===== src/sv/cse_pkg.sv =====
// cse_pkg: shared constants and types for the cosine similarity engine.
// No dependencies.
`default_nettype none
package cse_pkg;
	localparam int MAX_LEN_DEF = 4096;
	localparam int ACC_W = 48;
	localparam int PROD_W = 96;
	localparam int SQ_W = 61;
	localparam int ONE_Q14 = 16384;

	typedef enum logic [2:0] {
		ST_ACC,
		ST_MUL,
		ST_SQRT,
		ST_DIV,
		ST_OUT
	} state_t;

	typedef struct packed {
		logic acc_en;
		logic clr;
		logic mul_step;
		logic sqrt_start;
		logic sqrt_step;
		logic div_start;
		logic div_step;
		logic fin;
	} cmd_t;

	typedef struct packed {
		logic mul_done;
		logic sqrt_done;
		logic div_done;
		logic zero;
	} sts_t;
endpackage
`default_nettype wire


===== src/sv/cse_ctrl.sv =====
// cse_ctrl: sequencer for accumulate, product, root, divide and output.
// Depends on cse_pkg.
`default_nettype none
module cse_ctrl (
	input  wire logic           clk,
	input  wire logic           arst_n,
	input  wire logic           in_valid,
	output logic                in_ready,
	input  wire logic           last,
	output logic                out_valid,
	input  wire logic           out_ready,
	input  wire cse_pkg::sts_t  sts,
	output cse_pkg::cmd_t       cmd
);
	cse_pkg::state_t st_q, st_d;
	logic fire;
	assign fire = in_valid && in_ready;

	always_ff @(posedge clk or negedge arst_n) begin
		if (!arst_n) st_q <= cse_pkg::ST_ACC;
		else st_q <= st_d;
	end

	always_comb begin
		st_d = st_q;
		unique case (st_q)
			cse_pkg::ST_ACC: if (fire && last) st_d = cse_pkg::ST_MUL;
			cse_pkg::ST_MUL: if (sts.mul_done) st_d = cse_pkg::ST_SQRT;
			cse_pkg::ST_SQRT: if (sts.sqrt_done) st_d = cse_pkg::ST_DIV;
			cse_pkg::ST_DIV: if (sts.div_done) st_d = cse_pkg::ST_OUT;
			cse_pkg::ST_OUT: if (out_ready) st_d = cse_pkg::ST_ACC;
			default: st_d = cse_pkg::ST_ACC;
		endcase
	end

	logic first_q;
	always_ff @(posedge clk or negedge arst_n) begin
		if (!arst_n) first_q <= 1'b0;
		else first_q <= (st_d != st_q);
	end

	always_comb begin
		cmd = '0;
		in_ready = 1'b0;
		out_valid = 1'b0;
		unique case (st_q)
			cse_pkg::ST_ACC: begin
				in_ready = 1'b1;
				cmd.acc_en = fire;
			end
			cse_pkg::ST_MUL: cmd.mul_step = 1'b1;
			cse_pkg::ST_SQRT: begin
				cmd.sqrt_start = first_q;
				cmd.sqrt_step = !first_q;
			end
			cse_pkg::ST_DIV: begin
				cmd.div_start = first_q;
				cmd.div_step = !first_q;
				cmd.fin = sts.div_done;
			end
			cse_pkg::ST_OUT: begin
				out_valid = 1'b1;
				cmd.clr = out_ready;
			end
			default: ;
		endcase
	end
endmodule
`default_nettype wire


===== config.mk =====
export PLATFORM = sky130hd
export DESIGN_NAME = cse_ctrl
export DESIGN_NICKNAME = d
export VERILOG_FILES = /design/src/sv/cse_pkg.sv /design/src/sv/cse_ctrl.sv
export SDC_FILE = /design/constraint.sdc
export NUM_CORES = 1
export LEC_CHECK = 0
export ABC_AREA = 1
export BUFFER_PORTS_ARGS = -buffer_cell sky130_fd_sc_hd__buf_2
export CAP_MARGIN = 20
export CORE_AREA = 2 2 39 41
export CTS_CLUSTER_DIAMETER = 40
export DETAILED_ROUTE_END_ITERATION = 8
export DIE_AREA = 0 0 41 43
export HOLD_SLACK_MARGIN = 0.03
export PLACE_DENSITY = 0.52
export SYNTH_ARGS = -nofsm -noshare
export SYNTH_HDL_FRONTEND = slang
export SYNTH_SLANG_ARGS = --single-unit

===== constraint.sdc =====
create_clock -name clk -period 1.4 [get_ports clk]
set_input_delay 0.28 -clock clk [delete_from_list [all_inputs] [get_ports clk]]
set_output_delay 0.28 -clock clk [all_outputs]
set_load 0.02 [all_outputs]

# Word level (Yosys, flattened, before mapping)
# Cells that the tools add are included.
[word_totals] regBits=4 input_bits=9 output_inout_bits=10 wordCells=24
[classes] n_eq_ne=5 n_mux=13 reduce_logical=4
[op_table] op="3-bit two-way mux" n=6
[op_table] op="3-bit case mux with 5 select lines" n=1
[op_table] op="3-bit by 2-bit == test with 1-bit output, second input constant" n=2
[op_table] op="1-bit two-way mux" n=5
[op_table] op="3-bit by 1-bit == test with 1-bit output, second input constant" n=1
[op_table] op="3-bit == test, second input constant" n=1
[op_table] op="3-bit logical NOT" n=1
[op_table] op="3-bit != test" n=1
[op_table] op="1-bit logical AND" n=2
[op_table] op="2-bit two-way mux" n=1
[op_table] op="1-bit logical NOT" n=1

# Logic depth before layout (Yosys ltp)
[depth] ltp_word=7 mapped_depth=7 ltp_nobuf=7

# Least setup slack after synthesis
# No wires, ideal clock.
[synth_path] path_type="register -> output" start="register st_q[1]" end="output cmd[6] (netlist name)" arrival_ps=1365 required_time_ps=1120 path_slack_ps=-245 path_stages_with_launch=6 n_path_buf=0 cell_sequence="dfrtp_1 > nor2_1 > inv_1 > nor2_1 > inv_1 > nor2_1"
[synth_rtl] element="start, declared" line_no="cse_ctrl.sv:15" source="cse_pkg::state_t st_q, st_d;"
[synth_rtl] element="start signal, assigned" line_no="cse_ctrl.sv:20" source="if (!arst_n) st_q <= cse_pkg::ST_ACC;"
[synth_rtl] element="start signal, assigned" line_no="cse_ctrl.sv:21" source="else st_q <= st_d;"
[synth_rtl] element="end, declared" line_no="cse_ctrl.sv:13" source="output cse_pkg::cmd_t cmd"

==> metrics.cfg <==
[floorplanning]
die_area_um2=1760
coreArea_um2=1380
die_w_um=41
fp.dieH_um=43
rows=14
start_util=0.208
num_io_pins=19

[setup_path]
ff2ff_setup_slack_ns=0.24
critPathBufInv=2
reg2reg_to=first_q
reg2regPathDepth=7
crit_arrival_ns=1.25
crit_path_start_kind=flip-flop
setup.worst_path.class=reg2out
max_stage_delay_ns=0.41
cp-startpoint=st_q[1]
slowest_stage=dfrtp_1
crit_family=flip-flops
end_kind=output pin
critical_path_required_ns=1.12
cp_num_cells=3
r2r-start=st_q[1]
crit_fanout=4
path_cells=buf_4 -> nor3_1 -> buf_2
endpoint=cmd[5]

[yosys]
yosysMostFrequentCell=nor2_1
ys.flop_type=dfrtp_1
synthTopCellsByArea=dfrtp_1 35%, nor2_1 17%, inv_1 13%
synth_cell_type_count=12
synth.top_cell.area_share=0.348
synth_edf_count=0
syn_area_per_cell_um2=6.12
syn-num-nets=56
async_reset_ff_frac=1.00
synth.largest_area_cell=dfrtp_1
syn_inst=47
synth_area_um2=288
ys_warn_count=0
synth-seq-cells=4
synth.yosys.seq_area_share=0.348
synthTopCellsByCount=13 x nor2_1, 10 x inv_1, 9 x nand2_1

[pwr]
pwr-share-seq=0.210
power.internal_uw=575
p_comb_frac=0.658
power_mw=1.07
power_density_nw_per_um2=2000
p_switching_uw=490
vdd_drop_max_uv=653
p_sw_frac=0.460
p_leak_nw=0.306
power_frac_clock=0.131

[grt]
grt_pass1_wl_um=1130
grt_pass1_vias=315
grt_util_all_layers=0.0936
grt_max_degree=7
grt.overflow.total=0
antenna_found_initial=0

[route]
dr.pass1.iters=4
viasPerCell=4.23
antenna_left=0
wl_per_cell_um=8.67
vias=389
drc=0
wirelength_um=798
drt_iter0_drc=5

[layout]
nets=87
utilization=0.385
diodes=0
fin_area_um2=533
drive_gt1_frac=0.513
area_growth_pct=85.2

[placed_design]
pre_cts_slack_ns=0.0620
place_congestion=0.703
portBuffers=17
hpwlAfterDp_um=594
placed_area_um2=418

[cts]
cts_buffer_depth=2
cts_sinks=4
cts.clk_slew.worst_paths_ns=0.04
tritoncts=done
numCtsBuffers=3
clk_latency_ns=0.23
ctsHtreeMaxLevel=1
clock_tree.root_cell=clkbuf_4

[timing]
tns_ns=-0.580
setup_viol=8
finalMaxSlewViolations=0
setup_slack_ns=-0.128
tightestPinTransition_ns=0.223
hold_viol=0
final.setup_skew_ns=0.00246
period_minus_slack_ns=1.53
slew_headroom=0.850
finalCritPeriodShare=1.09
clock.fmax_mhz=655
rsz0062_at_grt=yes

[run_status]
violations=setup timing
outcome=finished, violations left

[run]
maxCapViolations=0

[hold_path]
min_path_type=in2reg

-- routing by layer --
layer	track usage	part of all wire
met4	0.0600	0.025
met3	0	0.076
met2	0.159	0.49
met5	0	0
met1	0.107	0.41
-- area by class of cell --
cell class / instances / area (um2)
fillers: 151 / 851
repair buffers: 26 / 184
multi-input cells: 33 / 168
flip-flops and latches: 4 / 101
inverters: 10 / 37.5
clock buffers: 3 / 22.5
well taps: 16 / 20.0
-- state kept, by name, summed over array words and instances (netlist names) --
register	flops
first_q	1
st_q	3
-- cell usage in the layout (no fill, tap or decap), drive strengths merged --
cell / count
a31oi: 1
and3: 1
buf: 25
clkbuf: 3
dfrtp: 4
dlygate4sd3: 1
inv: 10
nand2: 9
nand3: 2
nand4: 3
nor2: 14
nor3: 1
o21ai: 2
-- repair_timing --
item	4_1_cts	5_1_grt
setup buffers	4	2
endpoints found under the hold margin	4	0
resized for setup	12	4
pin swaps	1	2
setup endpoints to repair	10	10
hold buffers	1	0
-- worst min path at each step --
stage	from	depth (start not counted)	end	slack, ns
final	out_ready	2	st_q[2]	0.26
after global routing	out_ready	2	st_q[2]	0.27
after CTS	out_ready	2	st_q[2]	0.26
after detailed placement	arst_n	1	st_q[2]	0.08
after global placement	arst_n	1	first_q	0.09
after floorplan	arst_n	0	first_q	-0.02
-- cell families (layout without fill, tap and decap cells) --
kind of cell,count (synthesis),count (layout),share of synthesized area
compound gates,3,3,0.0696
simple gates,30,30,0.452
buf+inv,10,39,0.130
flops,4,4,0.348
-- power groups by stage --
stage,registers [mW],logic (mW),clock network [mW]
2_1_floorplan,0.210,0.382,0
3_3_place_gp,0.225,0.549,0
3_5_place_dp,0.223,0.550,0
4_1_cts,0.222,0.681,0.144
5_1_grt,0.229,0.771,0.155
6_report,0.224,0.701,0.140
-- stage by stage --
step           std cells  hold WS (ns)
5_1_grt               92         0.269
6_report              92         0.264
4_1_cts               90         0.260
2_1_floorplan         47       -0.0156
3_5_place_dp          82        0.0841
3_3_place_gp          82        0.0874
Power figures use the tool's default switching activity.
